==> src/design/tfhc_pkg.sv <==
// ----------------------------------------------------------------------------
// tfhc_pkg
// Types and constants shared by the tap frame header classifier modules.
// ----------------------------------------------------------------------------
`default_nettype none

package tfhc_pkg;

    typedef enum logic [1:0] {
        PH_HUNT,
        PH_HEAD,
        PH_BODY
    } phase_t;

    typedef enum logic [1:0] {
        TAG_FRAME,
        TAG_BAD_MAGIC,
        TAG_BAD_LENGTH
    } tag_t;

    localparam logic [3:0] KIND_ARP        = 4'd0;
    localparam logic [3:0] KIND_ICMP_ECHO  = 4'd1;
    localparam logic [3:0] KIND_DHCP       = 4'd2;
    localparam logic [3:0] KIND_UDP        = 4'd3;
    localparam logic [3:0] KIND_TCP        = 4'd4;
    localparam logic [3:0] KIND_IGNORED    = 4'd5;
    localparam logic [3:0] KIND_ICMP_OTHER = 4'd6;
    localparam logic [3:0] KIND_IP_OTHER   = 4'd7;
    localparam logic [3:0] KIND_ETH_OTHER  = 4'd8;
    localparam logic [3:0] KIND_RUNT       = 4'd9;
    localparam logic [3:0] KIND_BAD_MAGIC  = 4'd10;
    localparam logic [3:0] KIND_BAD_LENGTH = 4'd11;
    localparam logic [3:0] KIND_BAD_TCP    = 4'd12;

    localparam logic [7:0]  MAGIC_HI       = 8'hCA;
    localparam logic [7:0]  MAGIC_LO       = 8'hFE;
    localparam logic [15:0] ETH_IPV4       = 16'h0800;
    localparam logic [15:0] ETH_ARP        = 16'h0806;
    localparam logic [15:0] ETH_IPV6       = 16'h86DD;
    localparam logic [15:0] ETH_RARP       = 16'h8035;
    localparam logic [7:0]  PROTO_ICMP     = 8'd1;
    localparam logic [7:0]  PROTO_TCP      = 8'd6;
    localparam logic [7:0]  PROTO_UDP      = 8'd17;
    localparam logic [15:0] ICMP_ECHO_REQ  = 16'h0800;
    localparam logic [31:0] DHCP_PORTS     = {16'd68, 16'd67};
    localparam logic [15:0] MAX_LEN_RESET  = 16'd2048;

    // one parsed frame or header error, front to back
    typedef struct packed {
        tag_t        tag;
        logic [15:0] frame_len;
        logic [47:0] dmac;
        logic [47:0] smac;
        logic [15:0] ethertype;
        logic [7:0]  proto;
        logic [31:0] sip;
        logic [31:0] dip;
        logic [31:0] ports;
        logic [3:0]  data_offset;
    } rec_t;

endpackage

`default_nettype wire

==> src/design/tap_frame_header_classifier.sv <==
// ----------------------------------------------------------------------------
// tap_frame_header_classifier
// Parses a tap byte stream (CA FE, 16-bit length, Ethernet frame) and emits
// one classification per frame or header error.
//
//   channel  | handshake             | payload
//   ---------+-----------------------+--------------------------------------
//   in       | in_valid / in_stall   | data_byte
//   out      | out_valid / out_stall | kind, frame_length, macs, ip, ports..
//   cfg      | cfg_valid / cfg_ready | max_frame_length
//
// One byte per cycle while in_stall is low; the byte that ends a frame or a
// header pushes its result into the record queue, which feeds the output
// register. in_stall rises only while the QUEUE_DEPTH record queue is full,
// i.e. when out_stall has held results back. cfg_ready is always high. Reset
// puts the parser in header hunt, max length 2048; no clearing pass.
// ----------------------------------------------------------------------------
`default_nettype none

module tap_frame_header_classifier #(
    parameter int QUEUE_DEPTH = 4
) (
    input  wire logic        clk,
    input  wire logic        rst_n,
    input  wire logic        cfg_valid,
    output logic             cfg_ready,
    input  wire logic [15:0] max_frame_length,
    input  wire logic        in_valid,
    output logic             in_stall,
    input  wire logic [7:0]  data_byte,
    output logic             out_valid,
    input  wire logic        out_stall,
    output logic [3:0]       kind,
    output logic [15:0]      frame_length,
    output logic [47:0]      dest_mac,
    output logic [47:0]      source_mac,
    output logic [7:0]       ip_protocol,
    output logic [31:0]      source_ip,
    output logic [31:0]      dest_ip,
    output logic [15:0]      source_port,
    output logic [15:0]      dest_port,
    output logic [5:0]       tcp_header_bytes,
    output logic [15:0]      payload_length
);
    import tfhc_pkg::*;

    rec_t push_rec;
    rec_t head_rec;
    logic push;
    logic pop;
    logic full;
    logic not_empty;

    assign cfg_ready = 1'b1;
    assign in_stall  = full;

    tfhc_front u_front (
        .clk        (clk),
        .rst_n      (rst_n),
        .cfg_valid  (cfg_valid),
        .cfg_data   (max_frame_length),
        .byte_valid (in_valid && !full),
        .byte_data  (data_byte),
        .push_rec   (push_rec),
        .push       (push)
    );

    tfhc_queue #(
        .DEPTH (QUEUE_DEPTH)
    ) u_queue (
        .clk       (clk),
        .rst_n     (rst_n),
        .push      (push),
        .push_rec  (push_rec),
        .full      (full),
        .pop       (pop),
        .not_empty (not_empty),
        .head_rec  (head_rec)
    );

    tfhc_back u_back (
        .clk              (clk),
        .rst_n            (rst_n),
        .not_empty        (not_empty),
        .head_rec         (head_rec),
        .pop              (pop),
        .out_valid        (out_valid),
        .out_stall        (out_stall),
        .kind             (kind),
        .frame_length     (frame_length),
        .dest_mac         (dest_mac),
        .source_mac       (source_mac),
        .ip_protocol      (ip_protocol),
        .source_ip        (source_ip),
        .dest_ip          (dest_ip),
        .source_port      (source_port),
        .dest_port        (dest_port),
        .tcp_header_bytes (tcp_header_bytes),
        .payload_length   (payload_length)
    );

endmodule

`default_nettype wire

==> src/design/tfhc_front.sv <==
// ----------------------------------------------------------------------------
// tfhc_front
// Header hunt, length check and field capture, one byte per cycle while byte_valid is high.
// ----------------------------------------------------------------------------
`default_nettype none

module tfhc_front (
    input  wire logic          clk,
    input  wire logic          rst_n,
    input  wire logic          cfg_valid,
    input  wire logic [15:0]   cfg_data,
    input  wire logic          byte_valid,
    input  wire logic [7:0]    byte_data,
    output tfhc_pkg::rec_t     push_rec,
    output logic               push
);
    import tfhc_pkg::*;

    phase_t      phase_reg,  phase_next;
    logic [15:0] count_reg,  count_next;
    logic [15:0] len_reg,    len_next;
    logic        magic_reg,  magic_next;
    logic [15:0] maxlen_reg;
    logic [47:0] dmac_reg,   dmac_next;
    logic [47:0] smac_reg,   smac_next;
    logic [15:0] et_reg,     et_next;
    logic [7:0]  proto_reg,  proto_next;
    logic [31:0] sip_reg,    sip_next;
    logic [31:0] dip_reg,    dip_next;
    logic [31:0] ports_reg,  ports_next;
    logic [3:0]  doff_reg,   doff_next;
    logic [15:0] len_full;
    logic [16:0] count_inc;

    always_ff @(posedge clk or negedge rst_n)
    begin
        if (!rst_n)
        begin
            maxlen_reg <= MAX_LEN_RESET;
        end
        else if (cfg_valid)
        begin
            maxlen_reg <= cfg_data;
        end
    end

    always_ff @(posedge clk or negedge rst_n)
    begin
        if (!rst_n)
        begin
            phase_reg <= PH_HUNT;
            count_reg <= '0;
            len_reg   <= '0;
            magic_reg <= 1'b0;
            dmac_reg  <= '0;
            smac_reg  <= '0;
            et_reg    <= '0;
            proto_reg <= '0;
            sip_reg   <= '0;
            dip_reg   <= '0;
            ports_reg <= '0;
            doff_reg  <= '0;
        end
        else
        begin
            phase_reg <= phase_next;
            count_reg <= count_next;
            len_reg   <= len_next;
            magic_reg <= magic_next;
            dmac_reg  <= dmac_next;
            smac_reg  <= smac_next;
            et_reg    <= et_next;
            proto_reg <= proto_next;
            sip_reg   <= sip_next;
            dip_reg   <= dip_next;
            ports_reg <= ports_next;
            doff_reg  <= doff_next;
        end
    end

    assign len_full  = {len_reg[15:8], byte_data};
    assign count_inc = {1'b0, count_reg} + 17'd1;

    always_comb
    begin
        phase_next = phase_reg;
        count_next = count_reg;
        len_next   = len_reg;
        magic_next = magic_reg;
        dmac_next  = dmac_reg;
        smac_next  = smac_reg;
        et_next    = et_reg;
        proto_next = proto_reg;
        sip_next   = sip_reg;
        dip_next   = dip_reg;
        ports_next = ports_reg;
        doff_next  = doff_reg;
        push       = 1'b0;
        push_rec.tag = TAG_FRAME;

        if (byte_valid)
        begin
            unique case (phase_reg)
                PH_HUNT:
                begin
                    if (byte_data == MAGIC_HI)
                    begin
                        phase_next = PH_HEAD;
                        count_next = 16'd1;
                        magic_next = 1'b1;
                        len_next   = '0;
                    end
                end
                PH_HEAD:
                begin
                    priority if (count_reg == 16'd1)
                    begin
                        magic_next = magic_reg && (byte_data == MAGIC_LO);
                        count_next = 16'd2;
                    end
                    else if (count_reg == 16'd2)
                    begin
                        len_next   = {byte_data, 8'h00};
                        count_next = 16'd3;
                    end
                    else
                    begin
                        len_next   = len_full;
                        count_next = '0;
                        priority if (!magic_reg)
                        begin
                            phase_next   = PH_HUNT;
                            push         = 1'b1;
                            push_rec.tag = TAG_BAD_MAGIC;
                        end
                        else if (len_full == 16'd0 || len_full > maxlen_reg)
                        begin
                            phase_next   = PH_HUNT;
                            push         = 1'b1;
                            push_rec.tag = TAG_BAD_LENGTH;
                        end
                        else
                        begin
                            phase_next = PH_BODY;
                            dmac_next  = '0;
                            smac_next  = '0;
                            et_next    = '0;
                            proto_next = '0;
                            sip_next   = '0;
                            dip_next   = '0;
                            ports_next = '0;
                            doff_next  = '0;
                        end
                    end
                end
                PH_BODY:
                begin
                    priority if (count_reg < 16'd6)
                        dmac_next = {dmac_reg[39:0], byte_data};
                    else if (count_reg < 16'd12)
                        smac_next = {smac_reg[39:0], byte_data};
                    else if (count_reg < 16'd14)
                        et_next = {et_reg[7:0], byte_data};
                    else if (count_reg == 16'd23)
                        proto_next = byte_data;
                    else if (count_reg >= 16'd26 && count_reg < 16'd30)
                        sip_next = {sip_reg[23:0], byte_data};
                    else if (count_reg >= 16'd30 && count_reg < 16'd34)
                        dip_next = {dip_reg[23:0], byte_data};
                    else if (count_reg >= 16'd34 && count_reg < 16'd38)
                        ports_next = {ports_reg[23:0], byte_data};
                    else if (count_reg == 16'd46)
                        doff_next = byte_data[7:4];
                    else
                    begin
                    end

                    if (count_inc >= {1'b0, len_reg})
                    begin
                        push       = 1'b1;
                        phase_next = PH_HUNT;
                        count_next = '0;
                    end
                    else
                    begin
                        count_next = count_inc[15:0];
                    end
                end
                default:
                begin
                    phase_next = PH_HUNT;
                end
            endcase
        end

        push_rec.frame_len   = len_next;
        push_rec.dmac        = dmac_next;
        push_rec.smac        = smac_next;
        push_rec.ethertype   = et_next;
        push_rec.proto       = proto_next;
        push_rec.sip         = sip_next;
        push_rec.dip         = dip_next;
        push_rec.ports       = ports_next;
        push_rec.data_offset = doff_next;
    end

endmodule

`default_nettype wire

==> src/design/tfhc_queue.sv <==
// ----------------------------------------------------------------------------
// tfhc_queue
// Short record queue between the parser and the classifier.
// ----------------------------------------------------------------------------
`default_nettype none

module tfhc_queue #(
    parameter int DEPTH = 4
) (
    input  wire logic           clk,
    input  wire logic           rst_n,
    input  wire logic           push,
    input  wire tfhc_pkg::rec_t push_rec,
    output logic                full,
    input  wire logic           pop,
    output logic                not_empty,
    output tfhc_pkg::rec_t      head_rec
);
    import tfhc_pkg::*;

    localparam int PW = (DEPTH > 1) ? $clog2(DEPTH) : 1;
    localparam int CW = $clog2(DEPTH + 1);
    localparam logic [PW-1:0] LAST = PW'(DEPTH - 1);
    localparam logic [CW-1:0] FULL_COUNT = CW'(DEPTH);

    rec_t          store [DEPTH];
    logic [PW-1:0] wr_ptr_reg, wr_ptr_next;
    logic [PW-1:0] rd_ptr_reg, rd_ptr_next;
    logic [CW-1:0] count_reg,  count_next;

    always_ff @(posedge clk)
    begin
        if (push)
        begin
            store[wr_ptr_reg] <= push_rec;
        end
    end

    always_ff @(posedge clk or negedge rst_n)
    begin
        if (!rst_n)
        begin
            wr_ptr_reg <= '0;
            rd_ptr_reg <= '0;
            count_reg  <= '0;
        end
        else
        begin
            wr_ptr_reg <= wr_ptr_next;
            rd_ptr_reg <= rd_ptr_next;
            count_reg  <= count_next;
        end
    end

    always_comb
    begin
        wr_ptr_next = wr_ptr_reg;
        rd_ptr_next = rd_ptr_reg;
        count_next  = count_reg;
        if (push)
        begin
            wr_ptr_next = (wr_ptr_reg == LAST) ? '0 : wr_ptr_reg + PW'(1);
        end
        if (pop)
        begin
            rd_ptr_next = (rd_ptr_reg == LAST) ? '0 : rd_ptr_reg + PW'(1);
        end
        if (push && !pop)
        begin
            count_next = count_reg + CW'(1);
        end
        else if (pop && !push)
        begin
            count_next = count_reg - CW'(1);
        end
    end

    assign full      = (count_reg == FULL_COUNT);
    assign not_empty = (count_reg != '0);
    assign head_rec  = store[rd_ptr_reg];

endmodule

`default_nettype wire

==> src/design/tfhc_back.sv <==
// ----------------------------------------------------------------------------
// tfhc_back
// Classifies one queued record per cycle into the output register, unless out_stall holds a result there.
// ----------------------------------------------------------------------------
`default_nettype none

module tfhc_back (
    input  wire logic           clk,
    input  wire logic           rst_n,
    input  wire logic           not_empty,
    input  wire tfhc_pkg::rec_t head_rec,
    output logic                pop,
    output logic                out_valid,
    input  wire logic           out_stall,
    output logic [3:0]          kind,
    output logic [15:0]         frame_length,
    output logic [47:0]         dest_mac,
    output logic [47:0]         source_mac,
    output logic [7:0]          ip_protocol,
    output logic [31:0]         source_ip,
    output logic [31:0]         dest_ip,
    output logic [15:0]         source_port,
    output logic [15:0]         dest_port,
    output logic [5:0]          tcp_header_bytes,
    output logic [15:0]         payload_length
);
    import tfhc_pkg::*;

    logic        valid_reg;
    logic [3:0]  kind_reg,  kind_next;
    logic [15:0] len_reg;
    logic [47:0] dmac_reg,  dmac_next;
    logic [47:0] smac_reg,  smac_next;
    logic [7:0]  proto_reg, proto_next;
    logic [31:0] sip_reg,   sip_next;
    logic [31:0] dip_reg,   dip_next;
    logic [15:0] sport_reg, sport_next;
    logic [15:0] dport_reg, dport_next;
    logic [5:0]  tcpb_reg,  tcpb_next;
    logic [15:0] pay_reg,   pay_next;

    logic [15:0] len;
    logic [5:0]  hdr;
    logic        ipflow;
    logic        is_frame;

    assign pop = not_empty && (!valid_reg || !out_stall);

    always_comb
    begin
        len      = head_rec.frame_len;
        hdr      = {head_rec.data_offset, 2'b00};
        is_frame = (head_rec.tag == TAG_FRAME);
        ipflow   = 1'b0;
        tcpb_next = '0;
        pay_next  = '0;
        kind_next = KIND_ETH_OTHER;

        unique case (head_rec.tag)
            TAG_BAD_MAGIC:  kind_next = KIND_BAD_MAGIC;
            TAG_BAD_LENGTH: kind_next = KIND_BAD_LENGTH;
            TAG_FRAME:
            begin
                priority if (len <= 16'd14)
                    kind_next = KIND_RUNT;
                else if (head_rec.ethertype == ETH_ARP)
                    kind_next = (len < 16'd42) ? KIND_RUNT : KIND_ARP;
                else if (head_rec.ethertype == ETH_IPV4)
                begin
                    priority if (len <= 16'd34)
                        kind_next = KIND_RUNT;
                    else if (head_rec.proto == PROTO_ICMP)
                    begin
                        priority if (len <= 16'd42)
                            kind_next = KIND_RUNT;
                        else if (head_rec.ports[31:16] == ICMP_ECHO_REQ)
                            kind_next = KIND_ICMP_ECHO;
                        else
                            kind_next = KIND_ICMP_OTHER;
                    end
                    else if (head_rec.proto == PROTO_UDP)
                    begin
                        if (len <= 16'd42)
                        begin
                            kind_next = KIND_RUNT;
                        end
                        else
                        begin
                            kind_next = (head_rec.ports == DHCP_PORTS) ? KIND_DHCP
                                                                       : KIND_UDP;
                            ipflow    = 1'b1;
                            pay_next  = len - 16'd42;
                        end
                    end
                    else if (head_rec.proto == PROTO_TCP)
                    begin
                        if (len < 16'd54)
                        begin
                            kind_next = KIND_RUNT;
                        end
                        else
                        begin
                            tcpb_next = hdr;
                            if (hdr < 6'd20 || {1'b0, len} < 17'd34 + {11'b0, hdr})
                            begin
                                kind_next = KIND_BAD_TCP;
                            end
                            else
                            begin
                                kind_next = KIND_TCP;
                                ipflow    = 1'b1;
                                pay_next  = len - 16'd34 - {10'b0, hdr};
                            end
                        end
                    end
                    else
                        kind_next = KIND_IP_OTHER;
                end
                else if (head_rec.ethertype == ETH_IPV6 || head_rec.ethertype == ETH_RARP)
                    kind_next = KIND_IGNORED;
                else
                    kind_next = KIND_ETH_OTHER;
            end
            default: kind_next = KIND_BAD_MAGIC;
        endcase

        dmac_next  = is_frame ? head_rec.dmac : '0;
        smac_next  = is_frame ? head_rec.smac : '0;
        proto_next = (is_frame && head_rec.ethertype == ETH_IPV4) ? head_rec.proto : '0;
        sip_next   = ipflow ? head_rec.sip : '0;
        dip_next   = ipflow ? head_rec.dip : '0;
        sport_next = ipflow ? head_rec.ports[31:16] : '0;
        dport_next = ipflow ? head_rec.ports[15:0] : '0;
    end

    always_ff @(posedge clk or negedge rst_n)
    begin
        if (!rst_n)
        begin
            valid_reg <= 1'b0;
        end
        else if (pop)
        begin
            valid_reg <= 1'b1;
        end
        else if (!out_stall)
        begin
            valid_reg <= 1'b0;
        end
    end

    always_ff @(posedge clk)
    begin
        if (pop)
        begin
            kind_reg  <= kind_next;
            len_reg   <= head_rec.frame_len;
            dmac_reg  <= dmac_next;
            smac_reg  <= smac_next;
            proto_reg <= proto_next;
            sip_reg   <= sip_next;
            dip_reg   <= dip_next;
            sport_reg <= sport_next;
            dport_reg <= dport_next;
            tcpb_reg  <= tcpb_next;
            pay_reg   <= pay_next;
        end
    end

    assign out_valid        = valid_reg;
    assign kind             = kind_reg;
    assign frame_length     = len_reg;
    assign dest_mac         = dmac_reg;
    assign source_mac       = smac_reg;
    assign ip_protocol      = proto_reg;
    assign source_ip        = sip_reg;
    assign dest_ip          = dip_reg;
    assign source_port      = sport_reg;
    assign dest_port        = dport_reg;
    assign tcp_header_bytes = tcpb_reg;
    assign payload_length   = pay_reg;

endmodule

`default_nettype wire

==> config.mk <==
export PLATFORM = sky130hd
export DESIGN_NAME = tap_frame_header_classifier
export DESIGN_NICKNAME = d
export VERILOG_FILES = /design/src/design/tfhc_pkg.sv /design/src/design/tap_frame_header_classifier.sv /design/src/design/tfhc_front.sv /design/src/design/tfhc_queue.sv /design/src/design/tfhc_back.sv
export SDC_FILE = /design/constraint.sdc
export NUM_CORES = 2
export LEC_CHECK = 0
export ABC_CLOCK_PERIOD_IN_PS = 13400
export BUFFER_PORTS_ARGS = -buffer_cell sky130_fd_sc_hd__buf_2
export CAP_MARGIN = 20
export CORE_ASPECT_RATIO = 1.5
export CORE_MARGIN = 2
export CORE_UTILIZATION = 55
export DETAILED_ROUTE_END_ITERATION = 10
export GPL_ROUTABILITY_DRIVEN = 0
export MAX_ROUTING_LAYER = met4
export PLACE_DENSITY = 0.85
export SLEW_MARGIN = 40
export SYNTH_ARGS = -nofsm -noshare
export SYNTH_HDL_FRONTEND = slang
export SYNTH_SLANG_ARGS = --single-unit
==> constraint.sdc <==
create_clock -name clk -period 13.4 [get_ports clk]
set_clock_uncertainty 0.15 [all_clocks]
set_input_delay 0.67 -clock clk [delete_from_list [all_inputs] [get_ports clk]]
set_output_delay 0.67 -clock clk [all_outputs]
set_load 0.05 [all_outputs]
# [Word-level counts from Yosys, hierarchy flattened]
# Memory sizes are Yosys's and may differ from the RTL's.
# Cells that the tools add are included.
# Widths: inputs -> output; s select.
[op_classes] n_eq_ne=27 order_cmp=18 n_addsub=9 n_reduce_logical=31 bitwise_logic=3 n_mux=157
[op_table] operator="$mux 32" count=33
[op_table] operator="$mux 48" count=13
[op_table] operator="$mux 16" count=20
[op_table] operator="$pmux 32 s2" count=3
[op_table] operator="$pmux 48 s2" count=2
[op_table] operator="$mux 4" count=26
[op_table] operator="$mux 8" count=9
[op_table] operator="$lt 16x6->1 const B" count=4
[op_table] operator="$pmux 16 s2" count=2
[op_table] operator="$eq 16x12->1 const B" count=3
[op_table] operator="$pmux 16 s3" count=1
[op_table] operator="$eq 16x16->1 const B" count=2
[op_table] operator="$eq 32x23->1 const B" count=1
[op_table] operator="$ge 16x5->1 const B" count=2
[op_table] operator="$le 16x6->1 const B" count=2
[op_table] operator="$lt 16x4->1 const B" count=2
[op_table] operator="$sub 16x6->16 const B" count=2
[op_table] operator="$mux 2" count=15
[op_table] operator="$mux 1" count=24
[op_table] operator="$add 16x1->17 const B" count=1
[op_table] operator="$ge 17x16->1" count=1
[op_table] operator="$lt 16x17->1" count=1
[op_table] operator="$eq 16x1->1 const B" count=1
[op_table] operator="$eq 16x2->1 const B" count=1
[op_table] operator="other kinds (41)" count=74
[totals] output_inout_bits=245 word_cells=275 inputBits=29 ff_bits=521 mem_count=1 ram_bits=952
[mem_list] name="u_queue.store" words=4 width=238 rd=1 rd_ports_with_merged_regs=0 wr=1 line_no="tfhc_queue.sv:26" source="rec_t store [DEPTH];"

# [Depth between registers and ports, before layout]
# An unclocked memory read counts as a cell.
[logic_depth] ltp_word=14 ltp_mapped=20 mapped_depth_nobuf=19

# [Modules after synthesis]
# Synthesis repeated with hierarchy kept, for this count alone.
[hier_totals] cells_unflattened=3552 hier_area_um2=59144.2
[by_module_without_submodules] module="tfhc_queue" n_inst=1 seq_area_each_um2=28762.6 cells_each=1281 area_per_inst_um2=34775.9
[by_module_without_submodules] module="tfhc_front" n_inst=1 seq_area_each_um2=6782.8 cells_each=1564 area_per_inst_um2=14197.4
[by_module_without_submodules] module="tfhc_back" n_inst=1 seq_area_each_um2=7231.9 cells_each=704 area_per_inst_um2=10146.0
[by_module_without_submodules] module="tap_frame_header_classifier" n_inst=1 seq_area_each_um2=0.0 cells_each=3 area_per_inst_um2=25.0

# [Least setup slack after synthesis]
# Ideal clock, no wire load.
[synth_timing] path_type="flip-flop to flip-flop" from="register u_front.count_reg[1]" to="memory u_queue.store[0][0] in the netlist's numbering (enable)" t_arrival_ns=12.455 setup_slack_ns=-0.045 n_path_buf=1 path_stages_with_launch=14 synth_period_minus_slack_ns=13.445 required_time_ns=12.410 setup_ns=0.840 path_cell_list="dfrtp_1 ha_1 and3_1 clkbuf_1 and4_1 and3_1 xor2_1 ha_1 nand3_1 a21oi_1 o21a_1 o21ai_0 o21a_1 nor2_1"
[synth_via] elab_chain_len=7 word_cells_on_any_way=11 cone_classes="add/sub: 1; order compare: 1; eq/ne: 2; mux: 7"
[synth_lines] item="start, declared" line_no="tfhc_front.sv:20" source="logic [15:0] count_reg, count_next;"
[synth_lines] item="start signal, assigned" line_no="tfhc_front.sv:67" source="count_reg <= count_next;"
[synth_lines] item="$add 16x1->17 or $eq 16x2->1 (tied branches)" line_no="tfhc_front.sv:82, tfhc_front.sv:121"
[synth_lines] item="$ge 17x16->1 or $mux 1 (tied branches)" line_no="tfhc_front.sv:178, tfhc_front.sv:121"
[synth_lines] item="$mux 1 (on tied branches)" line_no="tfhc_front.sv:178, tfhc_front.sv:116"
[synth_lines] item="$pmux 1 s2 *" line_no="tfhc_front.sv:103" source="unique case (phase_reg)"
[synth_lines] item="$mux 1 *" line_no="tfhc_front.sv:101" source="if (byte_valid)"
[synth_lines] item="$mux 1 *" line_no="tfhc_queue.sv:33" source="if (push)"
[synth_lines] item="$mux 1 (implied by the code) *" line_no="tfhc_queue.sv:35" source="store[wr_ptr_reg] <= push_rec;"
[synth_lines] item="end, declared" line_no="tfhc_queue.sv:26"
# Mark *: on every way between the ends. The rest lies on a longest branch, timed or not.

# [Worst setup path after layout]
[layout_timing] from="register u_front.count_reg[1]" to="memory u_queue.store[2][184] in the netlist's numbering (enable)"
# Same word-level chain as after synthesis.

==> summary.md <==
| Metric | Value |
|---|---|
| CTS root buf | clkbuf_16 |
| Largest Register | u_queue.store |
| P&R area growth vs syn | 13.74% |
| Sequential fraction of the synthesis area | roughly three quarters |
| Reg2reg path depth | 17 |
| WL/cell | roughly 28 um |
| H-tree levels | 4 |
| HP Class | in2reg |
| Most common cell in the netlist | edfxtp_1 |
| Slew margin rel. | a little over two fifths |
| Startpoint Class | flip-flop |
| Hold path startpoint | cfg_valid |
| Fin worst setup slack | around 7.2 ns |
| First-pass GRT wire length | 191,500 um |
| Drt total wl | approximately 130,000 um |
| Top post-synthesis cells by count | edfxtp_1, dfrtp_1, a22o_1, mux4_2, and2_1 |
| Synth area leaders | edfxtp_1, dfrtp_1, mux4_2, a22o_1, and2_1 |
| Least-Margin Pin Slew | ~0.85 ns |
| Worst endpoint required time | between 10 and 15 ns |
| Crit share post-route | around 47% |
| TritonCTS clock tree | built |
| Post-CTS sizing | 0 |
| Clock Path Buffers | 3 |
| Final setup vio count | 0 |
| 1st-iter DRT viols | between 3k and 4k |
| FF+latch count, synth | between 1k and 1.5k |
| Hold-fix buffers, CTS | 18 |
| Largest net degree at the start of global routing | 119 |
| Starting Density | ~55% |
| # Post-CTS Setup Buffers | 0 |
| Cells after Synth | between 2k and 3k |
| Tot Pwr | between 10 and 15 mW |
| Share of the synthesized area in the top cell type | 63.89% |
| Distinct cell type count after synthesis | 77 |
| Drt pass-1 iters | 6 |
| Minimum clock period | about 6.2 ns |
| Layout cells sized above 1 | approximately a quarter |
| Max reg flops | 952 |
| R2R Setup Slk | 7.16 ns |
| Die Y | approximately 400 um |
| Global-route usage over all layers | between 20% and 30% |
| EDFF count, synth | about 1.2k |
| Core Rows | roughly 140 |
| RSZ-0062 raised after global routing | false |
| Number of buffers created by CTS | approximately 130 |
| Vias per cell | between 6 and 7 |
| Die ar. | between 0.1 and 0.15 sq mm |
| Crit-path max FO | 57 |
| Remaining DRCs | 0 |
| Total of max-cap violations | 0 |
| Routed via count | between 20k and 30k |
| Max IR drop VDD | ~140 uV |
| DP Worst Slack | 6.841 ns |
| Crit. End Element | flip-flop |
| Post-route ant nets | 0 |
| R2R Path End | u_queue.store[2][184] |
| Post-synth top area cell | edfxtp_1 |
| Antenna violations before repair | 5 |
| Num ports | between 200 and 300 |
| PwrDens | between 200 and 250 mW/mm^2 |
| Hold Crit Depth | 3 |
| Number of nets in the layout | between 3k and 4k |
| Pins Over Slew Limit | 0 |
| Clock transition at the registers of the reported paths | 0.07 ns |
| Worst R2R Start | u_front.count_reg[1] |
| Status | finished, final reports clean |
| Crit path DAT | 6.48 ns |
| Final hold vios | 0 |
| Buffers on Ports | 270 |
| Peak Freq | between 150 and 200 MHz |
| Leak Pwr | about 24 nW |
| Vias in the first global route | between 20k and 30k |
| Detailed Place HPWL | 74,620 um |
| # clock sinks | 1,471 |
| Grt ovf | 0 |
| Avg Inst Size Synth | 19.34 sq um |
| Number of synthesis warnings | 0 |
| Worst-skew pair later-pin latency | roughly 0.75 ns |
| Post-synth top flop | edfxtp_1 |
| Ys async rst share | around a fifth |
| Mapped cell area | around 0.056 sq mm |
| Die Wd | about 260 um |
| Core Footprint | slightly above 0.1 sq mm |
| Hold slack | 0.2146 ns |
| Final non-filler cell area | roughly 0.064 sq mm |
| Area after DPL | ~0.059 sq mm |
| Hold EP | u_front.maxlen_reg[11] |
| Setup CP Type | reg2reg |
==> layout by cell type (no fill, tap or decap), types with 8 or more instances in the layout <==
cell	synthesis	layout
clkinv_2	0	14
nand2_1	78	76
mux4_2	234	234
o21ai_0	40	40
nand2b_1	13	13
edfxtp_1	1192	1192
buf_4	8	21
nor2_1	46	36
a21oi_1	25	25
clkbuf_1	97	29
bufinv_16	0	12
ha_1	62	62
nor2_4	1	8
and3_1	17	17
a21o_1	20	20
clkinvlp_4	0	9
a22o_1	237	237
buf_6	9	16
a32o_1	11	11
clkbuf_16	0	136
a22oi_1	8	8
inv_1	66	65
xnor2_1	16	16
buf_2	24	270
clkbuf_8	0	18
nor3_1	16	15
and2_1	200	200
nand3_1	28	28
dlygate4sd3_1	0	18
clkinv_4	0	8
nor2b_1	13	12
nor4_1	16	15
nand4_1	12	12
dfrtp_1	278	276
==> power breakdown <==
group / internal (mW) / total (mW) / leakage (nW) / switching [mW]
combinational: 1.09 / 3.41 / 6.18 / 2.32
sequential: 5.36 / 5.59 / 15.5 / 0.225
clock: 2.22 / 3.89 / 2.18 / 1.67
==> routing by layer <==
| layer | vias to the layer above | wire length (um) | track usage (%) | part of all wire [%] |
|---|---|---|---|---|
| met5 | - | 0 | - | 0 |
| met4 | 0 | 5750 | 11.12 | 4.4 |
| met3 | 329 | 9860 | 4.811 | 7.6 |
| met2 | 1638 | 65910 | 41.43 | 51 |
| met1 | 15276 | 47880 | 32.09 | 37 |
| li1 | 12203 | - | - | - |
==> how the worst max path moves through the flow <==
stage                          startpoint               endpoint  slack [ns]  cells past startpoint
floorplan            u_front.count_reg[1]    u_queue.store[0][0]       -0.05                     13
global placement    u_queue.rd_ptr_reg[0]   u_back.source_ip[22]        6.84                     10
detailed placement   u_front.count_reg[1]  u_queue.store[2][192]        6.84                     15
CTS                  u_front.count_reg[1]  u_queue.store[2][178]        6.83                     15
global route        u_queue.rd_ptr_reg[0]     u_back.dest_ip[29]        6.74                     10
finish               u_front.count_reg[1]  u_queue.store[2][184]        7.16                     17
==> logic make-up (layout without fill, tap and decap cells) <==
family | after synthesis | in the layout | share of synthesized area [%]
buf+inv | 217 | 647 | 1.693
mux | 242 | 242 | 9.559
compound gates | 399 | 399 | 5.717
flops | 1471 | 1471 | 76.36
simple gates | 479 | 479 | 4.846
fa+ha+maj | 64 | 64 | 1.456
other cells | 2 | 7 | 0.01341
xor+xnor | 23 | 23 | 0.3596
==> per-stage QoR <==
| step | util [%] | cells | setup TNS [ns] |
|---|---|---|---|
| after CTS | 62.93 | 4629 | 0 |
| after global placement | 58.11 | 4362 | 0 |
| final | 63.04 | 4637 | 0 |
| after global routing | 63.03 | 4636 | 0 |
| after floorplan | - | 2898 | -43.00 |
| after detailed placement | 58.31 | 4367 | 0 |
==> worst max-delay path, stage by stage, from the launching register on <==
cell and delay, ns:
dfrtp_1 0.49, ha_1 0.27, and3_1 0.35, nand3_1 0.14
xnor2_1 0.18, ha_1 0.31, and4_1 0.20, nand3_1 0.07
o21ai_0 0.24, o21a_1 0.20, o21ai_0 0.23, o21a_1 0.34
nor2_4 0.56, buf_4 0.48, buf_12 0.28, buf_4 0.48
buf_12 0.26, buf_6 0.54
==> layout make-up <==
| class | count | area [sq um] |
|---|---|---|
| Clock buffer | 183 | 3760 |
| Sequential cell | 1471 | 42780 |
| Clock inverter | 61 | 732.0 |
| Multi-Input combinational cell | 1210 | 12410 |
| Tap cell | 1305 | 1633 |
| Antenna cell | 4 | 10.01 |
| Timing Repair Buffer | 337 | 2142 |
| Inverter | 66 | 255.2 |
| Fill cell | 6415 | 37370 |
Power figures use the tool's default switching activity.
